`config.mk`:
```
export PLATFORM = sky130hd
export DESIGN_NAME = lpr_ram
export DESIGN_NICKNAME = d
export VERILOG_FILES = /design/src/rtl/lpr_ram.sv
export SDC_FILE = /design/constraint.sdc
export NUM_CORES = 2
export LEC_CHECK = 0
export BUFFER_PORTS_ARGS = -buffer_cell sky130_fd_sc_hd__buf_4
export CORE_MARGIN = 1.5
export CORE_UTILIZATION = 60
export DETAILED_ROUTE_END_ITERATION = 12
export GPL_TIMING_DRIVEN = 0
export PLACE_DENSITY = 0.76
export SYNTH_ARGS = -nofsm -noshare
export SYNTH_HDL_FRONTEND = slang
export SYNTH_SLANG_ARGS = --single-unit
```
`constraint.sdc`:
```
create_clock -name clk -period 16.9 [get_ports clk]
set_clock_uncertainty 0.15 [all_clocks]
set_input_delay 1.69 -clock clk [delete_from_list [all_inputs] [get_ports clk]]
set_output_delay 1.69 -clock clk [all_outputs]
set_load 0.01 [all_outputs]
```
`src/rtl/lpr_ram.sv`:
```
// Generic simple dual-port RAM: one write port, one read port, registered read.
// No dependencies.
`default_nettype none

module lpr_ram #(
  parameter int WIDTH = 64,
  parameter int DEPTH = 64
) (
  input  wire logic                     clk,
  input  wire logic                     we,
  input  wire logic [$clog2(DEPTH)-1:0] waddr,
  input  wire logic [WIDTH-1:0]         wdata,
  input  wire logic                     re,
  input  wire logic [$clog2(DEPTH)-1:0] raddr,
  output logic      [WIDTH-1:0]         rdata
);

  logic [WIDTH-1:0] mem_r [DEPTH];
  logic [WIDTH-1:0] rdata_r;

  always_ff @(posedge clk) begin
    if (we) begin
      mem_r[waddr] <= wdata;
    end
    if (re) begin
      rdata_r <= mem_r[raddr];
    end
  end

  assign rdata = rdata_r;

endmodule

`default_nettype wire

```
# == After elaboration in Yosys (flattened, before gate mapping) ==
# Memory sizes are Yosys's and may differ from the RTL's. A register that Yosys moved wholly into a read port is not among the register bits.
# Cells that the tools add are included.
# word_totals
input_bits,79
out_inout_bits,64
mem_bits_rw,4096
n_memories,1
elab_cells,3
ff_bits,0
# memory_table
memory,words,width,read_ports,rd_clocked_by_memory_dff,write_ports,line_no,source
mem_r,64,64,1,1,1,18,logic [WIDTH-1:0] mem_r [DEPTH];
# op_classes
n_mux,2
# ops
operator,count
$mux W1,2

# == Depth between registers and ports, before layout ==
# logic_depth
word_depth,2
depth_mapped,9
mapped_depth_nobuf,5

# == Worst setup path before layout ==
# No wires, ideal clock.
# synth_timing
kind,input-to-reg
startpoint,in waddr[3]
endpoint,"mem mem_r[48][0], enable pin"
stages,4
arrival_time_ps,6562
setup_ps,564
setup_slack_ps,9624
n_path_buf,1
required_time_ps,16186
path_cell_list,clkbuf_1 nor2b_1 nand4b_1 nor3_1
# synth_rtl
item,line_no,source
"start, declared",11,"input wire logic [$clog2(DEPTH)-1:0] waddr,"
"end, declared",18,
# Straight into the memory's write port.

==> reports/summary.txt <==
initial antenna violation count = 38
unrepaired setup endpoints after global routing = false
Post-Route Setup TNS = 0 ps
slowest stage delay, CP = 760 ps
aggregate routed wire length = 431 mm
Final setup violation count = 0
# resized after CTS = 0
fraction of the yosys area taken by sequential cells = 0.796
total power = 21.3 mW
critical path cell sequence = buf_2 > buf_4 > buf_2 > buf_2 > buf_4 > mux2i_1 > o22ai_1 > a31oi_1 > a211oi_1
Synth area leaders = edfxtp_1 80%, mux4_2 15%, mux2i_1 0.86%, a22oi_1 0.80%, buf_2 0.54%
Syn-to-layout area delta = 13.8%
maximum level of the CTS H-tree = 5
Yosys top cell by area = edfxtp_1
CP max-delay cell = a211oi_1
buffer cell driving the clock tree root = clkbuf_16
number of top-level design ports = 143
average wire per cell in the routed design = 38.8 µm
largest net degree at the start of global routing = 65
TritonCTS clock tree = done
internal power summed over all cells = 16.7 mW
max-slew headroom at the worst pin = 0.0289
# hold bufs at CTS = 0
worst hold margin = 828 ps
top routing layer in use = met5
maximum clock insertion buffer count = 4
Die H = 515 µm
net total in the final layout = 7,374
first-pass detailed-route iteration total = 8
maximum capacitance violations = 0
proportion of power drawn by the clock network = 0.409
dpl hpwl = 266 mm
violations in the final reports = DRC
wire length of the first global-routing pass = 599 mm
Synth Cell Area = 157,000 µm²
kind of critical path = input port to register
number of antenna-violating nets in the routed design = 0
clock transition at the register clock pins on the worst setup and hold paths after CTS = 60 ps
post-route DRC violation count = 2
Starting Density = 0.604
cell with the most instances after synthesis = edfxtp_1
switching part of the total power = 0.216
data arrival time of the critical path = 5760 ps
Worst Setup End Kind = register
number of synthesized flops with an enable pin = 4,160
number of cell rows = 187
period utilization = 0.314
power density relative to cell area = 119 nW/µm²
commonest cells in the netlist = 4,160 x edfxtp_1, 1,024 x mux4_2, 170 x buf_2
placeable core region = 260,000 µm²
metal1 wirelength = 143 mm
top-area cell type share of the netlist area = 0.796
final core utilization = 0.687
worst min-delay path category = register to register
area of the die = 265,000 µm²
required time of the critical path = 17,350 ps
library cell appearing most often on the critical path = buf_2
time the worst path needs with I/O delays and setup = 5300 ps
post-synthesis instance total = 6,598
global-route congestion overflow total = 0
number of global-route vias before repair = 79,900
Final Slew Violations = 0
Post-Synthesis Net Count = 6,677
Distinct cells, synth = 32
RePlAce Congestion = 0.853
share of power burned in registers = 0.538
Starting DRT DRC Count = 13,600
cts bufs inserted = 392
startpoint class of the critical path = input port
share of cells above drive strength 1 = 0.289
clock network latency to the later pin of the worst-skew pair = 920 ps
fill cell total of the finished layout = 14,700
flip-flop and latch count after synthesis = 4,160
total count of hold-check failures in the final report = 0
Peak VDD IR = 0.0932 mV
yosys synthesis warning count = 0
Worst Max-Slew Pin Slew = 1450 ps
Sink Count = 4,160
portion of total power attributed to combinational logic = 0.053
predominant post-synthesis flop cell = edfxtp_1
floorplan die width = 515 µm
Net Sw Power = 4.60 mW
run status = complete, but fails checks
leakage power = 55.8 nW
Post-CTS Repair Setup Buffers = 0
synthesized area per cell = 23.8 µm²
metal2 WL = 204 mm
number of buffers inserted by port buffering = 134
highest clock rate = 0.189 GHz
share of flip-flops with an asynchronous set or reset after synthesis = 0
CP max FO = 10
Vias/cell = 7.13
DR vias = 79,200
total global-route track usage = 0.328
length of routed met3 wiring = 59.6 mm
-- area by class of cell --
type,instances,area (µm²),share of cell area
clock buffer,460,10200,0.0570
timing repair buffer,303,4280,0.0240
antenna,19,47.5,0.000266
buffer,370,1780,0.00997
clock inverter,242,2290,0.0128
tap,3496,4370,0.0245
sequential,4160,125000,0.699
inverter,19,71.3,0.000399
multi-input combinational,2049,30700,0.172
-- metal layers --
metal | global-route usage | up-vias
met5 | 0 | -
met4 | 0.154 | 14
met3 | 0.0879 | 1204
met2 | 0.511 | 6741
met1 | 0.437 | 41300
li1 | - | 29900
-- power groups by stage --
stage	sequential (mW)	combinational [mW]	clock, mW
5_1_grt	11.5	1.15	9.08
2_1_floorplan	11.7	0.532	0
4_1_cts	11.5	1.10	8.72
3_5_place_dp	11.7	1.08	0
3_3_place_gp	11.7	1.03	0
6_report	11.5	1.13	8.73
-- final timing paths --
| kind | end | cells after the start | from | slack, ps |
|---|---|---|---|---|
| hold / removal | rdata[44] | 4 | mem_r[46][44] | 830 |
| setup / recovery | rdata[6] | 9 | raddr[2] | 11600 |
| hold reg to reg | rdata[44] | 4 | mem_r[46][44] | 830 |
| setup reg to reg | rdata[31] | 5 | mem_r[55][31] | 13680 |
-- per-stage QoR --
stage | cell area [µm²] | instances | setup slack, ps
final | 179000 | 11100 | 11600
after global routing | 179000 | 11100 | 11640
after CTS | 179000 | 11100 | 11710
after detailed placement | 166000 | 10400 | 10840
after global placement | 162000 | 10200 | 3660
after floorplan | 157000 | 6598 | 9620
-- cells in the final DEF (no fill, tap or decap), types with 16 or more instances in the layout --
cell,count
a211oi_1,63
a22o_1,88
a22oi_1,168
a2bb2oi_1,19
a31oi_1,18
a41oi_1,26
and3_1,64
buf_1,20
buf_12,144
buf_2,170
buf_4,169
buf_6,22
bufinv_16,39
clkbuf_1,196
clkbuf_16,398
clkinv_1,79
clkinv_2,86
clkinvlp_4,16
diode_2,19
edfxtp_1,4160
inv_1,19
mux2i_1,135
mux4_2,1024
nand2_1,58
nand3_1,45
nor2_1,50
nor2_4,62
nor2b_1,28
o221ai_1,38
o22ai_1,83
or2_2,28
or3_1,29
-- registers in the layout, indices dropped and copies added, names as in the netlist --
| register | count |
|---|---|
| rdata | 64 |
| mem_r | 4096 |
-- kinds of logic (layout without fill, tap and decap cells) --
kind of cell	Yosys count	after routing	synth area share
muxes	1159	1159	0.156
buffers and inverters	389	1394	0.0118
DFF	4160	4160	0.796
other	0	19	0
and+or+nand+nor	386	386	0.0123
AOI/OAI and AO/OA	504	504	0.0247
-- worst max-delay path: cells and delay by family --
kind	cells	cell delay, ps
buffers and inverters	5	2140
AOI/OAI and AO/OA	3	1700
muxes	1	160
Power figures use the tool's default switching activity.
