--- src/rtl/lpr_pkg.sv ---
// Package for the length-prefixed packet ring: sizes, codes and the
// command/result records shared by the front end, back end and output buffer.
// No dependencies.
`default_nettype none

package lpr_pkg;

  localparam int DEPTH      = 64;                 // words in the ring, 4..64
  localparam int PTR_W      = $clog2(DEPTH);
  localparam int LEN_W      = 16;
  localparam int WORD_W     = 64;
  localparam int STAT_W     = 3;
  localparam int FUNC_W     = 2;
  localparam int WCNT_W     = LEN_W - 3;          // byte length counted in words
  localparam int CQ_DEPTH   = 2;                  // command queue, power of two
  localparam int CQ_PTR_W   = $clog2(CQ_DEPTH);
  localparam int CQ_CNT_W   = $clog2(CQ_DEPTH + 1);
  localparam int OBUF_DEPTH = 4;                  // result buffer, power of two
  localparam int OBUF_PTR_W = $clog2(OBUF_DEPTH);
  localparam int OBUF_CNT_W = $clog2(OBUF_DEPTH + 1);

  typedef enum logic [FUNC_W-1:0] {
    FN_START = 2'd0,
    FN_DATA  = 2'd1,
    FN_POP   = 2'd2,
    FN_NOP   = 2'd3
  } func_t;

  typedef enum logic [STAT_W-1:0] {
    ST_OK         = 3'd0,
    ST_ZERO       = 3'd1,
    ST_MISALIGNED = 3'd2,
    ST_TOO_BIG    = 3'd3,
    ST_NO_SPACE   = 3'd4,
    ST_EMPTY      = 3'd5,
    ST_SMALL      = 3'd6,
    ST_WORD       = 3'd7
  } status_t;

  typedef enum logic [1:0] {
    CMD_START = 2'd0,
    CMD_DATA  = 2'd1,
    CMD_POP   = 2'd2
  } cmd_kind_t;

  typedef enum logic [1:0] {
    BK_IDLE   = 2'd0,
    BK_LEN    = 2'd1,
    BK_STREAM = 2'd2
  } back_state_t;

  // Classified request handed from the front end to the back end
  typedef struct packed {
    cmd_kind_t          kind;
    status_t            pre_status;  // start checks that need no ring state
    logic [PTR_W-1:0]   words;       // start word count, valid when pre_status is OK
    logic [LEN_W-1:0]   len;
    logic [WORD_W-1:0]  data;
  } cmd_t;

  typedef struct packed {
    status_t            status;
    logic [WORD_W-1:0]  word;
    logic [LEN_W-1:0]   bytes;
    logic               last;
  } result_t;

  function automatic logic [PTR_W-1:0] ptr_inc(input logic [PTR_W-1:0] p);
    return (p == PTR_W'(DEPTH - 1)) ? '0 : p + PTR_W'(1);
  endfunction

endpackage

`default_nettype wire

--- src/rtl/lpr_if.sv ---
// Request and result channel interfaces of the packet ring.
// Depends on lpr_pkg for field widths.
`default_nettype none


interface lpr_out_if;
  import lpr_pkg::*;
  logic              valid;
  logic              ready;
  logic [STAT_W-1:0] status;
  logic [WORD_W-1:0] out_word;
  logic [LEN_W-1:0]  packet_bytes;
  logic              last_word;
  modport source (output valid, status, out_word, packet_bytes, last_word, input ready);
  modport sink   (input valid, status, out_word, packet_bytes, last_word, output ready);
endinterface

`default_nettype wire

--- src/rtl/lpr_obuf.sv ---
// Result buffer: a short register queue in front of the result channel.
// The back end never pushes into it when full. Depends on lpr_pkg, lpr_if.
`default_nettype none

module lpr_obuf (
  input  wire logic                       clk,
  input  wire logic                       rst_n,
  input  wire logic                       res_push,
  input  wire lpr_pkg::result_t           res,
  output logic [lpr_pkg::OBUF_CNT_W-1:0]  count,
  lpr_out_if.source                       out_chan
);
  import lpr_pkg::*;

  result_t               buf_r [OBUF_DEPTH];
  logic [OBUF_PTR_W-1:0] wr_ptr_r, wr_ptr_nxt;
  logic [OBUF_PTR_W-1:0] rd_ptr_r, rd_ptr_nxt;
  logic [OBUF_CNT_W-1:0] count_r, count_nxt;
  logic                  pop;
  result_t               head;

  assign head                  = buf_r[rd_ptr_r];
  assign out_chan.valid        = (count_r != '0);
  assign out_chan.status       = head.status;
  assign out_chan.out_word     = head.word;
  assign out_chan.packet_bytes = head.bytes;
  assign out_chan.last_word    = head.last;
  assign pop                   = out_chan.valid && out_chan.ready;
  assign count                 = count_r;

  always_comb begin
    wr_ptr_nxt = res_push ? wr_ptr_r + OBUF_PTR_W'(1) : wr_ptr_r;
    rd_ptr_nxt = pop ? rd_ptr_r + OBUF_PTR_W'(1) : rd_ptr_r;
    count_nxt  = count_r;
    if (res_push && !pop) begin
      count_nxt = count_r + OBUF_CNT_W'(1);
    end else if (!res_push && pop) begin
      count_nxt = count_r - OBUF_CNT_W'(1);
    end
  end

  always_ff @(posedge clk) begin
    if (!rst_n) begin
      wr_ptr_r <= '0;
      rd_ptr_r <= '0;
      count_r  <= '0;
    end else begin
      wr_ptr_r <= wr_ptr_nxt;
      rd_ptr_r <= rd_ptr_nxt;
      count_r  <= count_nxt;
    end
  end

  always_ff @(posedge clk) begin
    if (res_push) begin
      buf_r[wr_ptr_r] <= res;
    end
  end

endmodule

`default_nettype wire

--- src/flat_wrapper.sv ---
// flat-port wrapper written by rule: the top's interface ports become plain ports
module lpr_obuf_flat import lpr_pkg::*;
  (clk, rst_n, res_push, res, count, out_chan_valid, out_chan_status, out_chan_out_word, out_chan_packet_bytes, out_chan_last_word, out_chan_ready);
  lpr_out_if out_chan_i ();
  input  wire logic clk;
  input  wire logic rst_n;
  input  wire logic res_push;
  input  wire lpr_pkg::result_t res;
  output logic [lpr_pkg::OBUF_CNT_W-1:0] count;
  output wire logic [$bits(out_chan_i.valid)-1:0] out_chan_valid;
  output wire logic [$bits(out_chan_i.status)-1:0] out_chan_status;
  output wire logic [$bits(out_chan_i.out_word)-1:0] out_chan_out_word;
  output wire logic [$bits(out_chan_i.packet_bytes)-1:0] out_chan_packet_bytes;
  output wire logic [$bits(out_chan_i.last_word)-1:0] out_chan_last_word;
  input wire logic [$bits(out_chan_i.ready)-1:0] out_chan_ready;
  assign out_chan_valid = out_chan_i.valid;
  assign out_chan_status = out_chan_i.status;
  assign out_chan_out_word = out_chan_i.out_word;
  assign out_chan_packet_bytes = out_chan_i.packet_bytes;
  assign out_chan_last_word = out_chan_i.last_word;
  assign out_chan_i.ready = out_chan_ready;
  lpr_obuf u_core (.clk(clk), .rst_n(rst_n), .res_push(res_push), .res(res), .count(count), .out_chan(out_chan_i));
endmodule
--- config.mk ---
export PLATFORM = sky130hd
export DESIGN_NAME = lpr_obuf_flat
export DESIGN_NICKNAME = d
export VERILOG_FILES = /design/src/rtl/lpr_pkg.sv /design/src/rtl/lpr_if.sv /design/src/rtl/lpr_obuf.sv /design/src/flat_wrapper.sv
export SDC_FILE = /design/constraint.sdc
export NUM_CORES = 1
export LEC_CHECK = 0
export ABC_AREA = 1
export BUFFER_PORTS_ARGS = -buffer_cell sky130_fd_sc_hd__buf_2
export CORE_MARGIN = 3
export CORE_UTILIZATION = 45
export CTS_BUF_LIST = sky130_fd_sc_hd__clkbuf_2 sky130_fd_sc_hd__clkbuf_4 sky130_fd_sc_hd__clkbuf_8
export DETAILED_ROUTE_END_ITERATION = 16
export HOLD_SLACK_MARGIN = 0.06
export SLEW_MARGIN = 30
export SYNTH_ARGS = -nofsm -noshare
export SYNTH_HDL_FRONTEND = slang
export SYNTH_SLANG_ARGS = --single-unit
--- constraint.sdc ---
create_clock -name clk -period 3.8 [get_ports clk]
set_input_delay 0.38 -clock clk [delete_from_list [all_inputs] [get_ports clk]]
set_output_delay 0.38 -clock clk [all_outputs]
set_load 0.02 [all_outputs]
# Yosys cells after proc, flatten, opt, wreduce, memory -nomap -nowiden
# Memories as Yosys holds them, arrays and structs flattened. A register that Yosys moved wholly into a read port is not among the register bits.
# Cells that the tools add are included.
[totals]
out_inout_bits = 88
memories = 1
in_bits = 88
mem_bits_rw = 336
reg_bits = 7
word_cells = 21
[memory_table]
columns = ["name", "depth", "width", "read_ports", "rd_clocked_by_memory_dff", "write_ports", "line", "source"]
rows = [
  ["u_core.buf_r", 4, 84, 1, 1, 1, "lpr_obuf.sv:15", "result_t buf_r [OBUF_DEPTH];"],
]
[op_classes]
addsub = 4
muxes = 6
n_reduce_logical = 7
[ops]
columns = ["cell", "count"]
rows = [
  ["$mux W3", 2],
  ["$add A2 B1 Y2 const B", 2],
  ["$mux W2", 2],
  ["$add A3 B1 Y3 const B", 1],
  ["$logic_and A1 B1 Y1", 3],
  ["$reduce_bool A3 Y1", 1],
  ["$sub A3 B1 Y3 const B", 1],
  ["$logic_not A1 Y1", 2],
  ["$mux W1", 2],
  ["$reduce_bool A2 Y1", 1],
]

# Depth between registers and ports, before layout
[depth]
ltp_word = 5
mapped_depth = 12
mapped_depth_nobuf = 12

# Worst setup path after synthesis
# OpenSTA, ideal clock, no wires.
[synth_path]
kind = "reg2reg"
start = "register u_core.wr_ptr_r[0]"
end = "memory u_core.buf_r[2][0] in the netlist's numbering (enable)"
synth_period_minus_slack_ps = 2652
required_ps = 3362
setup_slack_ps = 1148
path_stages_with_launch = 5
setup_time_ps = 438
n_path_buf = 0
t_arrival_ps = 2214
path_cell_list = "dfxtp_1 > inv_1 > ha_1 > nand2_1 > inv_1"
[synth_rtl]
columns = ["item", "line", "source"]
rows = [
  ["start, declared", "lpr_obuf.sv:16", "logic [OBUF_PTR_W-1:0] wr_ptr_r, wr_ptr_nxt;"],
  ["start signal, assigned", "lpr_obuf.sv:48", "wr_ptr_r <= wr_ptr_nxt;"],
  ["end, declared", "lpr_obuf.sv:15", ""],
]
# Straight into the memory's write port.

==> out/qor.csv <==
metric;value;unit
whs;0.129;ns
crit_chain;inv_8, buf_12, o21ai_0, o22ai_2, buf_2;
endpoint;out_chan_last_word;
cts_hold_buf;85;
design.core.area;29200;um^2
drive_gt1_share;32.0;%
drt-pass1-iter-count;5;
cts_max_level;2;
min_period;2.91;ns
yosys_warnings;0;
clockRootBuffer;clkbuf_8;
ys_types;22;
numCtsBuffers;56;
rows;62;
synth_area;13500;um^2
slew_headroom;52.6;%
dpl.cell_count;1390;
max_stage_delay;0.74;ns
io_pins;176;
crit_buf_inv;3;
fin_tns_setup;0;ns
diodes;0;
grt_usage;17.4;%
die_y;179;um
routed_wl;28.7;mm
vias;8033;
rrSetupSlack;1.87;ns
slew_viol_final;0;
hold_viol;0;
die-width;179;um
post-route-period-util;76.6;%
setup_viol;0;
ant_nets;0;
area_delta_synth_final;23.2;%
grt_pass1_wl;45.2;mm
crit_cells;5;
wl_met3;1.52;mm
crit_required;3.42;ns
drt_iter0_markers;663;
reg2reg_from;u_core.wr_ptr_r[0];
worst_pin_slew;0.711;ns
ir_drop;0.000393;V
power.density;583;nW/um^2
pre_cts_ws;1.47;ns
netlist_instances;875;
timing.final.ws_setup;0.889;ns
routed.top_layer;met5;
r2r_cells;5;
clock_path_buffers;3;
drt-met1-wl;12.4;mm
grt_pass1_vias;8244;
cts_sinks;345;
hpwlAfterDp;14.9;mm
p_leak;5.86;nW
hp-class;in2reg;
clkLatencyLatePin;0.57;ns
finalWeightedCongestion;0.706;
gr-total-overflow;0;
post-cts-setup-buffer-count;0;
end_kind;output pin;
crit_family;buffers and inverters;
outcome;finished clean;
arrival;2.53;ns
rsz0062_at_grt;no;
clock.fmax;344;MHz
port_buffers;175;
vias_per_cell;5.09;
final_nets;1243;
cts_resized;0;
wl_per_cell;18.2;um
synth_area_per_cell;15.5;um^2
crit_type;reg2out;
worst_setup_path_start_kind;flip-flop;
antenna_found_initial;1;
route.met2.wl;14.2;mm
synth-seq-cells;345;
die-area;32200;um^2
finalClockSkew;0.0181;ns
cap_violations;0;
clkTransAtPathRegs;0.05;ns
yosysSeqAreaShare;75.9;%
r2r_end;u_core.buf_r[0][80];
critPathMaxFanout;59;
slowest_stage;dfxtp_4;
syn-num-nets;969;
grt_start_max_net_pins;115;
tritoncts;built;
final_cells;1578;
start_util;46.4;%
drc;0;
power breakdown:
part	leakage (nW)	switching, mW	internal [mW]
sequential	3.16	0.0991	4.37
clock	0.590	1.38	1.68
combinational	2.11	1.48	0.721
how the worst min path moves through the flow:
stage	cells past startpoint	end	start	slack (ns)
floorplan	2	flip-flop	u_core.rd_ptr_r[1]	0.46
global placement	2	flip-flop	u_core.rd_ptr_r[1]	0.48
detailed placement	2	flip-flop	u_core.rd_ptr_r[1]	0.48
CTS	3	flip-flop	out_chan_ready	0.08
global route	3	flip-flop	out_chan_ready	0.11
finish	3	flip-flop	out_chan_ready	0.13
cell usage in the layout, fill, tap and decap left out, drive strengths merged, types with 9 or more instances in the layout:
cell	n
clkbuf	85
buf	185
clkinv	16
inv	19
o22ai	84
dfxtp	9
nor2	173
edfxtp	336
dlygate4sd3	85
o21ai	172
nand2	15
cells in the mapped netlist:
master    count  area share [%]
edfxtp_1    336              75
o21ai_0     136             5.0
nor2_1      133             3.7
o22ai_1      44             2.0
nor2_4       40             3.3
o22ai_2      40             3.7
clkbuf_1     28            0.78
o21ai_1      20            0.74
o21ai_2      16             1.0
inv_1        15            0.42
nand2_1      15            0.42
buf_2        10            0.37
dfxtp_1       9             1.3
buf_6         8            0.67
a21oi_1       6            0.22
buf_12        5            0.74
ha_1          5            0.46
buf_4         3            0.17
nand3_1       3            0.11
fa_1          1            0.15
inv_2         1           0.028
inv_6         1           0.065
routing by layer:
metal  vias up  global-route usage (%)
met5         -                       0
met4         2                    4.73
met3        60                    4.06
met2       209                    29.3
met1      3909                    22.8
li1       3853                       -
tightest hold or removal path: stages:
cell     delay, ns
buf_2         0.12
nand3_1       0.08
a21oi_1       0.08
kinds of logic after synthesis:
logic type / share of synthesized area (%)
buffers and inverters: 3.23
AO/OA/AOI/OAI: 12.8
AND/OR/NAND/NOR: 7.54
adder cells (fa/ha/maj): 0.610
flip-flops: 75.9
layout make-up:
cell class | instances | area (um^2)
Inverter | 17 | 82.6
Multi-Input combinational cell | 459 | 2830
Tap cell | 384 | 480
Fill cell | 2390 | 12500
Clock buffer | 85 | 1000
Timing Repair Buffer | 270 | 1920
Sequential cell | 345 | 10300
Clock inverter | 18 | 88.8
state kept, by name (all words and copies together) (netlist names), named ones only:
register / count
u_core.buf_r: 336
u_core.count: 3
u_core.rd_ptr_r: 2
u_core.wr_ptr_r: 2
through the flow:
step | power, mW | utilization [%] | area (um^2)
2_1_floorplan | 6.05 | - | 13500
3_3_place_gp | 6.68 | 50.5 | 14700
3_5_place_dp | 6.70 | 50.5 | 14700
4_1_cts | 9.85 | 57.2 | 16700
5_1_grt | 10.2 | 57.2 | 16700
6_report | 9.72 | 57.2 | 16700
(Power assumes the default switching activity.)
