$ cat src/rtl/lpr_pkg.sv
// Package for the length-prefixed packet ring: sizes, codes and the
// command/result records shared by the front end, back end and output buffer.
// No dependencies.
`default_nettype none

package lpr_pkg;

  localparam int DEPTH      = 64;                 // words in the ring, 4..64
  localparam int PTR_W      = $clog2(DEPTH);
  localparam int LEN_W      = 16;
  localparam int WORD_W     = 64;
  localparam int STAT_W     = 3;
  localparam int FUNC_W     = 2;
  localparam int WCNT_W     = LEN_W - 3;          // byte length counted in words
  localparam int CQ_DEPTH   = 2;                  // command queue, power of two
  localparam int CQ_PTR_W   = $clog2(CQ_DEPTH);
  localparam int CQ_CNT_W   = $clog2(CQ_DEPTH + 1);
  localparam int OBUF_DEPTH = 4;                  // result buffer, power of two
  localparam int OBUF_PTR_W = $clog2(OBUF_DEPTH);
  localparam int OBUF_CNT_W = $clog2(OBUF_DEPTH + 1);

  typedef enum logic [FUNC_W-1:0] {
    FN_START = 2'd0,
    FN_DATA  = 2'd1,
    FN_POP   = 2'd2,
    FN_NOP   = 2'd3
  } func_t;

  typedef enum logic [STAT_W-1:0] {
    ST_OK         = 3'd0,
    ST_ZERO       = 3'd1,
    ST_MISALIGNED = 3'd2,
    ST_TOO_BIG    = 3'd3,
    ST_NO_SPACE   = 3'd4,
    ST_EMPTY      = 3'd5,
    ST_SMALL      = 3'd6,
    ST_WORD       = 3'd7
  } status_t;

  typedef enum logic [1:0] {
    CMD_START = 2'd0,
    CMD_DATA  = 2'd1,
    CMD_POP   = 2'd2
  } cmd_kind_t;

  typedef enum logic [1:0] {
    BK_IDLE   = 2'd0,
    BK_LEN    = 2'd1,
    BK_STREAM = 2'd2
  } back_state_t;

  // Classified request handed from the front end to the back end
  typedef struct packed {
    cmd_kind_t          kind;
    status_t            pre_status;  // start checks that need no ring state
    logic [PTR_W-1:0]   words;       // start word count, valid when pre_status is OK
    logic [LEN_W-1:0]   len;
    logic [WORD_W-1:0]  data;
  } cmd_t;

  typedef struct packed {
    status_t            status;
    logic [WORD_W-1:0]  word;
    logic [LEN_W-1:0]   bytes;
    logic               last;
  } result_t;

  function automatic logic [PTR_W-1:0] ptr_inc(input logic [PTR_W-1:0] p);
    return (p == PTR_W'(DEPTH - 1)) ? '0 : p + PTR_W'(1);
  endfunction

endpackage

`default_nettype wire

$ cat src/rtl/lpr_if.sv
// Request and result channel interfaces of the packet ring.
// Depends on lpr_pkg for field widths.
`default_nettype none

interface lpr_in_if;
  import lpr_pkg::*;
  logic              valid;
  logic              ready;
  logic [FUNC_W-1:0] func;
  logic [LEN_W-1:0]  length_bytes;
  logic [WORD_W-1:0] data_word;
  modport source (output valid, func, length_bytes, data_word, input ready);
  modport sink   (input valid, func, length_bytes, data_word, output ready);
endinterface


`default_nettype wire

$ cat src/rtl/lpr_front.sv
// Front end: accepts requests, runs the start checks that need no ring state,
// and queues classified commands for the back end. Depends on lpr_pkg, lpr_if.
`default_nettype none

module lpr_front (
  input  wire logic          clk,
  input  wire logic          rst_n,
  lpr_in_if.sink             in_chan,
  output logic               cmd_valid,
  output lpr_pkg::cmd_t      cmd,
  input  wire logic          cmd_pop
);
  import lpr_pkg::*;

  cmd_t                cq_r [CQ_DEPTH];
  logic [CQ_PTR_W-1:0] wr_ptr_r, wr_ptr_nxt;
  logic [CQ_PTR_W-1:0] rd_ptr_r, rd_ptr_nxt;
  logic [CQ_CNT_W-1:0] count_r, count_nxt;
  logic                accept;
  logic                push;
  cmd_t                cls;
  logic [WCNT_W-1:0]   wcnt;

  assign in_chan.ready = (count_r != CQ_CNT_W'(CQ_DEPTH));
  assign accept        = in_chan.valid && in_chan.ready;
  assign wcnt          = in_chan.length_bytes[LEN_W-1:3];

  // Classify
  always_comb begin
    cls            = '0;
    cls.len        = in_chan.length_bytes;
    cls.data       = in_chan.data_word;
    cls.words      = wcnt[PTR_W-1:0];
    cls.pre_status = ST_OK;
    push           = 1'b0;
    unique case (func_t'(in_chan.func))
      FN_START: begin
        cls.kind = CMD_START;
        push     = accept;
        if (in_chan.length_bytes == '0) begin
          cls.pre_status = ST_ZERO;
        end else if (in_chan.length_bytes[2:0] != 3'd0) begin
          cls.pre_status = ST_MISALIGNED;
        end else if (wcnt >= WCNT_W'(DEPTH)) begin
          cls.pre_status = ST_TOO_BIG;
        end
      end
      FN_DATA: begin
        cls.kind = CMD_DATA;
        push     = accept;
      end
      FN_POP: begin
        cls.kind = CMD_POP;
        push     = accept;
      end
      default: begin
        cls.kind = CMD_DATA;   // drop no-op requests
        push     = 1'b0;
      end
    endcase
  end

  always_comb begin
    wr_ptr_nxt = push ? wr_ptr_r + CQ_PTR_W'(1) : wr_ptr_r;
    rd_ptr_nxt = cmd_pop ? rd_ptr_r + CQ_PTR_W'(1) : rd_ptr_r;
    count_nxt  = count_r;
    if (push && !cmd_pop) begin
      count_nxt = count_r + CQ_CNT_W'(1);
    end else if (!push && cmd_pop) begin
      count_nxt = count_r - CQ_CNT_W'(1);
    end
  end

  always_ff @(posedge clk) begin
    if (!rst_n) begin
      wr_ptr_r <= '0;
      rd_ptr_r <= '0;
      count_r  <= '0;
    end else begin
      wr_ptr_r <= wr_ptr_nxt;
      rd_ptr_r <= rd_ptr_nxt;
      count_r  <= count_nxt;
    end
  end

  always_ff @(posedge clk) begin
    if (push) begin
      cq_r[wr_ptr_r] <= cls;
    end
  end

  assign cmd_valid = (count_r != '0);
  assign cmd       = cq_r[rd_ptr_r];

endmodule

`default_nettype wire

$ cat src/flat_wrapper.sv
// flat-port wrapper written by rule: the top's interface ports become plain ports
module lpr_front_flat import lpr_pkg::*;
  (clk, rst_n, cmd_valid, cmd, cmd_pop, in_chan_valid, in_chan_func, in_chan_length_bytes, in_chan_data_word, in_chan_ready);
  lpr_in_if in_chan_i ();
  input  wire logic clk;
  input  wire logic rst_n;
  output logic cmd_valid;
  output lpr_pkg::cmd_t cmd;
  input  wire logic cmd_pop;
  input wire logic [$bits(in_chan_i.valid)-1:0] in_chan_valid;
  input wire logic [$bits(in_chan_i.func)-1:0] in_chan_func;
  input wire logic [$bits(in_chan_i.length_bytes)-1:0] in_chan_length_bytes;
  input wire logic [$bits(in_chan_i.data_word)-1:0] in_chan_data_word;
  output wire logic [$bits(in_chan_i.ready)-1:0] in_chan_ready;
  assign in_chan_i.valid = in_chan_valid;
  assign in_chan_i.func = in_chan_func;
  assign in_chan_i.length_bytes = in_chan_length_bytes;
  assign in_chan_i.data_word = in_chan_data_word;
  assign in_chan_ready = in_chan_i.ready;
  lpr_front u_core (.clk(clk), .rst_n(rst_n), .in_chan(in_chan_i), .cmd_valid(cmd_valid), .cmd(cmd), .cmd_pop(cmd_pop));
endmodule
$ cat config.mk
export PLATFORM = sky130hd
export DESIGN_NAME = lpr_front_flat
export DESIGN_NICKNAME = d
export VERILOG_FILES = /design/src/rtl/lpr_pkg.sv /design/src/rtl/lpr_if.sv /design/src/rtl/lpr_front.sv /design/src/flat_wrapper.sv
export SDC_FILE = /design/constraint.sdc
export NUM_CORES = 1
export LEC_CHECK = 0
export ABC_AREA = 1
export BUFFER_PORTS_ARGS = -buffer_cell sky130_fd_sc_hd__buf_2
export CORE_MARGIN = 2
export CORE_UTILIZATION = 52
export CTS_BUF_LIST = sky130_fd_sc_hd__clkbuf_16
export CTS_CLUSTER_DIAMETER = 50
export DETAILED_ROUTE_END_ITERATION = 10
export PLACE_DENSITY = 0.79
export SYNTH_ARGS = -nofsm -noshare
export SYNTH_HDL_FRONTEND = slang
export SYNTH_SLANG_ARGS = --single-unit
$ cat constraint.sdc
create_clock -name clk -period 6.54 [get_ports clk]
set_input_delay 0.327 -clock clk [delete_from_list [all_inputs] [get_ports clk]]
set_output_delay 0.327 -clock clk [all_outputs]
set_load 0.05 [all_outputs]
== Yosys cells after proc, flatten, opt, wreduce, memory -nomap -nowiden ==
Memories as Yosys holds them, arrays and structs flattened. A register that Yosys moved wholly into a read port is not among the register bits.
Index checks and enable logic that the tools add are counted.

* Input port bits: 86
* Register bits after elaboration: 4
* Memories: 1
* Memory bits (writable): 182
* Word-level logic and storage cells: 35
* Output and inout port bits: 93

{| class="wikitable"
|+ Memory list
! name !! depth !! width !! rd ports !! clocked after Yosys merged registers in !! write ports !! RTL line !! RTL
|-
| u_core.cq_r || 2 || 91 || 1 || 1 || 1 || lpr_front.sv:15 || <nowiki>cmd_t cq_r [CQ_DEPTH];</nowiki>
|}

* Eq/ne operators: 3
* Reduce and logical (&&, ||, !) cells: 11
* Order comparisons: 1
* Multiplexer cells: 12
* Add/sub/neg operators: 4

{| class="wikitable"
|+ Operators with widths
! kind !! count
|-
| $logic_not A16 Y1 || 1
|-
| $ge A13 B7 Y1 const B || 1
|-
| $mux W3 || 3
|-
| $mux W2 || 3
|-
| $mux W1 || 5
|-
| $pmux W2 S2 || 1
|-
| $reduce_bool A2 Y1 || 2
|-
| $logic_and A1 B1 Y1 || 3
|-
| $reduce_bool A3 Y1 || 1
|-
| $reduce_or A3 Y1 || 1
|-
| $add A1 B1 Y1 const B || 2
|-
| $add A2 B1 Y2 const B || 1
|-
| $eq A2 B1 Y1 const B || 1
|-
| $eq A2 B2 Y1 const B || 1
|-
| $logic_not A1 Y1 || 2
|-
| $logic_not A2 Y1 || 1
|-
| $ne A2 B2 Y1 const B || 1
|-
| $sub A2 B1 Y2 const B || 1
|}

== Longest topological paths before layout ==
Gate-level depths: netlist of the first run.

* Word-level depth: 7
* Depth in mapped cells: 10
* Depth with buffers taken out: 10

== Worst setup path before layout of the first run ==
Ideal clock, no wire load.

* Kind: reg-to-reg
* Start: register u_core.count_r[1]
* End: memory u_core.cq_r[0][0] (netlist name) (enable)
* Path buffers: 0
* Period minus slack after synthesis: 4.701 ns
* Arrival time: 4.174 ns
* Setup time: 0.527 ns
* Path slack: 1.839 ns
* Required time: 6.013 ns
* Stages on the path, launching flop included: 6
* Cell sequence: dfxtp_1 inv_1 nor2_1 nor2_1 inv_1 nor2_1

* Longest elaborated chain between the ends: 5

{| class="wikitable"
|+ Ends and longest elaborated chain
! what !! RTL line !! RTL
|-
| start, declared || lpr_front.sv:18 || <nowiki>logic [CQ_CNT_W-1:0] count_r, count_nxt;</nowiki>
|-
| start signal, assigned || lpr_front.sv:82 || <nowiki>count_r <= count_nxt;</nowiki>
|-
| $ne A2 B2 Y1 || lpr_front.sv:24 || <nowiki>assign in_chan.ready = (count_r != CQ_CNT_W'(CQ_DEPTH));</nowiki>
|-
| $logic_and A1 B1 Y1 || lpr_front.sv:25 || <nowiki>assign accept = in_chan.valid && in_chan.ready;</nowiki>
|-
| $mux W1 || lpr_front.sv:36 || <nowiki>unique case (func_t'(in_chan.func))</nowiki>
|-
| $mux W1 || lpr_front.sv:87 || <nowiki>if (push) begin</nowiki>
|-
| $mux W1 (not written as such) || lpr_front.sv:88 || <nowiki>cq_r[wr_ptr_r] <= cls;</nowiki>
|-
| end, declared || lpr_front.sv:15 ||
|}

No other way between the ends.

==> metrics.yaml, run 1 <==
reg2reg_slack_ps: 3730
cts_tree: "yes"
crit_fanout: 47
synth_simple_gate_area_share_pct: 2.12
dr_total_vias: 3427
seq_area_frac_synth_pct: 77.0
clock_path_buffers: 2
fin_tns_setup_ps: 0
drcViolationCount: 0
antenna_found_initial: 0
yosys.area.top_type_share_pct: 75.5
cp_data_required_time_ps: 6210
ys_top_cells_by_area: "edfxtp_1 (75%), mux2_4 (13%), mux2_2 (4.0%)"
slew_headroom_pct: 21.6
dr.first_iter.drc_count: 252
syn_nets: 414
port_buffers: 177
drv_slew: 0
leakagePower_nw: 3.27
layout_common_cells: "buf_2 (177), edfxtp_1 (168), mux2_4 (60)"
io_pins: 179
hpwl_um: 7740
synthAdderAreaFrac_pct: 0.187
rsz0062_at_grt: "false"
postSynthAreaPerCell_um2: 20.4
start_util_pct: 53.2
die_h_um: 117
powerDensity_nw_per_um2: 335
cts_sinks: 173
grt_use_total_pct: 16.9
netlist_area_um2: 6680
clock.fmax_mhz: 342
dr.pass1.iters: 5
rr_startpoint: "u_core.count_r[1]"
ant_nets: 0
grt_pass1_wl_um: 17700
nFillCells: 866
design_area_um2: 8250
cts.htree.levels: 4
viasPerCell: 4.94
clock_latency_ps: 410
yosysTopAreaCell: "edfxtp_1"
synth_seq_cells: 173
timing.hold.ws_ps: 95.4
clk_pin_slew_ps: 60
fin_crit_ps: 2930
period_share_pct: 44.7
setup.worst_path.class: "flip-flop to output port"
gp_congestion: 0.746
yosysWarnings: 0
syn2layout_area_growth_pct: 23.5
cp-start-kind: "flip-flop"
core-area_um2: 12600
grt_overflow: 0
maxCapViolations: 0
antenna_cells: 0
cpMaxStageDelayCell: "buf_4"
fin_worst_skew_ps: 4.49
die_width_um: 117
crit_family: "buffers and inverters"
hold_class: "primary input to flip-flop"
detail_route.wl_per_cell_um: 16.5
die_area_um2: 13800
final_nets: 596
synth_top_family_by_area: "multiplexers"
placed_area_um2: 7670
synth.distinct_cells: 19
grt_pass1_vias: 3550
path_buf_inv: 2
hp-start: "in_chan_data_word[54]"
cts_buffers: 17
syn_inst: 327
cts_setup_buffers: 0
crit_chain: "buf_4, mux2_2, buf_2"
hold_viol: 0
layout-drive-gt1-share_pct: 56.1
final_common_cell: "buf_2"
worst-slew-pin-transition_ps: 1170
synth-compound-area-share_pct: 0.337
hold_buffers: 0
ir_drop_uv: 202
row_count: 41
crit_arrival_ps: 2600
synthMuxAreaShare_pct: 17.5
end_kind: "output port"
status: "finished clean"
setup_viol: 0
wl_um: 11500
cts_root_buf: "clkbuf_16"
synth_xor_area_share_pct: 0
grt_max_degree: 48
cpPeakStageDelay_ps: 770
cts_resized: 0
post-route-util_pct: 65.7
[registers in the layout (all words and copies together), names as in the netlist, named ones only]
signal / cells
u_core.count_r: 2
u_core.cq_r: 168
u_core.rd_ptr_r: 1
u_core.wr_ptr_r: 1
[cell families (layout without fill, tap and decap cells)]
kind of cell	Yosys count	in the layout
buf+inv	28	223
flops	173	173
mux	84	84
other cells	1	1
fa+ha+maj	1	1
compound gates	4	4
simple gates	36	36
[Yosys cell counts]
| library cell | number |
|---|---|
| a21boi_0 | 1 |
| a21oi_1 | 2 |
| buf_2 | 2 |
| buf_4 | 7 |
| buf_6 | 7 |
| clkbuf_1 | 1 |
| conb_1 | 1 |
| dfxtp_1 | 5 |
| edfxtp_1 | 168 |
| ha_1 | 1 |
| inv_1 | 11 |
| mux2_2 | 24 |
| mux2_4 | 60 |
| nand2_1 | 14 |
| nand3_1 | 2 |
| nand4_1 | 1 |
| nor2_1 | 18 |
| nor3_1 | 1 |
| o21ai_0 | 1 |
[per-layer routing]
| layer | global-route usage [%] | vias to the layer above | wire [um] |
|---|---|---|---|
| li1 | - | 1599 | - |
| met1 | 20.1 | 1682 | 4710 |
| met2 | 28.5 | 125 | 5780 |
| met3 | 5.69 | 21 | 778 |
| met4 | 7.00 | 0 | 203 |
| met5 | 0 | - | 0 |
[power by group]
group | switching (mW) | internal (mW)
registers | 0.0267 | 1.30
clock network | 0.380 | 0.591
logic | 0.330 | 0.139
[metrics by stage]
step / std cells / worst slack (ps) / power, mW
finish: 694 / 3610 / 2.77
global route: 694 / 3430 / 2.86
CTS: 694 / 3560 / 2.79
detailed placement: 662 / 3570 / 1.83
global placement: 662 / 3710 / 1.81
floorplan: 327 / 1840 / 1.72
[final timing paths]
check                             to  depth (start not counted)
hold reg to reg      u_core.rd_ptr_r                          2
setup reg to reg  u_core.cq_r[0][86]                          6
setup / recovery             cmd[79]                          3
hold / removal    u_core.cq_r[0][54]                          1
[cell type report]
class                   instances  area, um2  share of cell area [%]
clock buffers                  17        425                    5.15
repair buffers                180        908                    11.0
multi-input cells             126       1360                    16.5
clock inverters                15        155                    1.88
well taps                     172        215                    2.61
flip-flops and latches        173       5150                    62.4
inverters                      11       42.5                   0.515
Power figures use the tool's default switching activity.
==> run 2: changes to the inputs <==
CORE_UTILIZATION = 47   (was 52)
PLACE_DENSITY = 0.75   (was 0.79)
clock period = 2.41 ns   (was 6.54 ns; I/O delays follow)
==> run 2 against run 1 <==
  * Routed wire length increased by 9.8%
  * Combinational power increased to 3.0 times the previous value
  * First-iteration DRC count decreased by 9.9%
  * Non-clock buffer count increased by 84
  * Cell count increased by 13%
  * Total power increased to 2.8 times the previous value
  * Clock-buffer cell count unchanged
  * Clock power increased to 2.7 times the previous value
  * Register-to-register slack got worse by 3100 ps
  * Critical path depth unchanged
==> metrics.yaml, run 2 (synthesis results as in run 1) <==
fin_crit_ps: 2050
hpwl_um: 7470  # was 7740 um
clock_latency_ps: 410  # about the same
drv_slew: 0  # unchanged
row_count: 43  # was 41
grt_overflow: 0  # unchanged
powerDensity_nw_per_um2: 835  # was 335 nW/um2
cts_tree: "yes"  # unchanged
die_h_um: 123  # was 117 um
layout_common_cells: "buf_2 (177), edfxtp_1 (168), dlygate4sd3_1 (83)"  # was buf_2 (177), edfxtp_1 (168), mux2_4 (60)
rsz0062_at_grt: "false"  # unchanged
syn2layout_area_growth_pct: 37.0  # was 23.5%
grt_max_degree: 85  # was 48
die_area_um2: 15200  # was 13800 um2
gp_congestion: 0.773  # was 0.746
clock.fmax_mhz: 487
reg_top3: "u_core.cq_r (168), u_core.count_r (2)"  # unchanged
setup.worst_path.class: "flip-flop to output port"  # unchanged
fin_worst_skew_ps: 10.8  # was 4.49 ps
timing.hold.ws_ps: 87.6  # was 95.4 ps
hp-start: "in_chan_func[1]"  # was in_chan_data_word[54]
cp_data_required_time_ps: 2290  # was 6210 ps
crit_fanout: 37  # was 47
start_util_pct: 48.1  # was 53.2%
end_kind: "output port"  # unchanged
antenna_found_initial: 0  # unchanged
hold_viol: 0  # unchanged
wl_um: 12600  # was 11500 um
cts_root_buf: "clkbuf_16"  # unchanged
clk_pin_slew_ps: 60  # about the same
cts.htree.levels: 4  # unchanged
cts_setup_buffers: 0  # unchanged
die_width_um: 123  # was 117 um
worst-slew-pin-transition_ps: 514  # was 1170 ps
leakagePower_nw: 3.64  # was 3.27 nW
port_buffers: 177  # unchanged
power_mw: 7.65  # was 2.77 mW
top_register: "u_core.cq_r"  # unchanged
cts_sinks: 173  # unchanged
final_common_cell: "buf_2"  # unchanged
setup_viol: 0  # unchanged
layout-drive-gt1-share_pct: 48.5  # was 56.1%
drcViolationCount: 0  # unchanged
largest_reg_flops: 168  # unchanged
hold_class: "primary input to flip-flop"  # unchanged
rr_startpoint: "u_core.count_r[1]"  # unchanged
slew_headroom_pct: 65.7  # was 21.6%
ir_drop_uv: 531  # was 202 uV
final_nets: 680  # was 596
grt_pass1_vias: 4005  # was 3550
maxCapViolations: 0  # unchanged
viasPerCell: 4.73  # was 4.94
dr.first_iter.drc_count: 227  # was 252
clock_path_buffers: 2  # unchanged
ant_nets: 0  # unchanged
detail_route.wl_per_cell_um: 16.0  # was 16.5 um
dr_total_vias: 3714  # was 3427
crit_arrival_ps: 1930  # was 2600 ps
grt_use_total_pct: 17.0  # was 16.9%
io_pins: 179  # unchanged
antenna_cells: 0  # unchanged
core-area_um2: 13900  # was 12600 um2
fin_tns_setup_ps: 0  # unchanged
cts_buffers: 17  # unchanged
post-route-util_pct: 66.0  # was 65.7%
dr.pass1.iters: 4  # was 5
grt_pass1_wl_um: 19100  # was 17700 um
status: "finished clean"  # unchanged
cp-start-kind: "flip-flop"  # unchanged
period_share_pct: 85.2
[run 2: cell count changes in the layout (fill, tap and decap cells not counted)]
cell | before | now
inv_6 | 0 | 1
dlygate4sd3_1 | 0 | 83
buf_4 | 3 | 0
buf_12 | 0 | 4
clkinvlp_4 | 2 | 4
clkinv_4 | 2 | 1
inv_1 | 11 | 14
clkinv_1 | 5 | 2
clkinv_2 | 3 | 1
[run 2: metal layers]
metal	global-route usage [%]	share of wire, %	routed length, um
met3	5.72	5.5	690
met4	6.18	0.56	70
met5	0	0	0
met2	30.6	54	6840
met1	18.4	40	4980
[run 2: power breakdown]
group / internal, mW / total (mW) / switching [mW]
registers: 3.53 / 3.59 / 0.0615
logic: 0.480 / 1.41 / 0.930
clock network: 1.61 / 2.65 / 1.04
total: 5.62 / 7.65 / 2.03
[run 2: critical path, stage by stage (launching register included)]
cell	delay, ps
dfxtp_4	580
buf_12	310
mux2_2	400
buf_2	220
[run 2: what timing repair did]
action,CTS,global route
hold buffers,83,0
setup endpoints to repair,0,0
resized for setup,0,0
hold endpoints to repair,167,0
[run 2: path summary, 6_finish.rpt]
check                                           to  slack (ps)  cells past startpoint
worst max-delay path                       cmd[71]         360                      3
worst min-delay path            u_core.cq_r[0][90]          90                      3
worst max register to register   u_core.cq_r[0][5]         650                      6
worst min register to register           flip-flop         500                      2
[run 2: per-stage QoR]
step	area [um2]	worst slack (ps)	cells
floorplan	6690	58.2	327
global placement	7740	758	671
detailed placement	7740	687	671
CTS	9160	310	786
global route	9160	263	786
finish	9160	357	786
[run 2: layout make-up]
cell class                      instances  area, um2
Inverter                               11       45.0
Clock buffer                           17        425
Clock inverter                         15        158
Multi-Input combinational cell        126       1360
Timing Repair Buffer                  264       1800
Sequential cell                       173       5150
Tap cell                              180        225
Fill cell                             972       4720
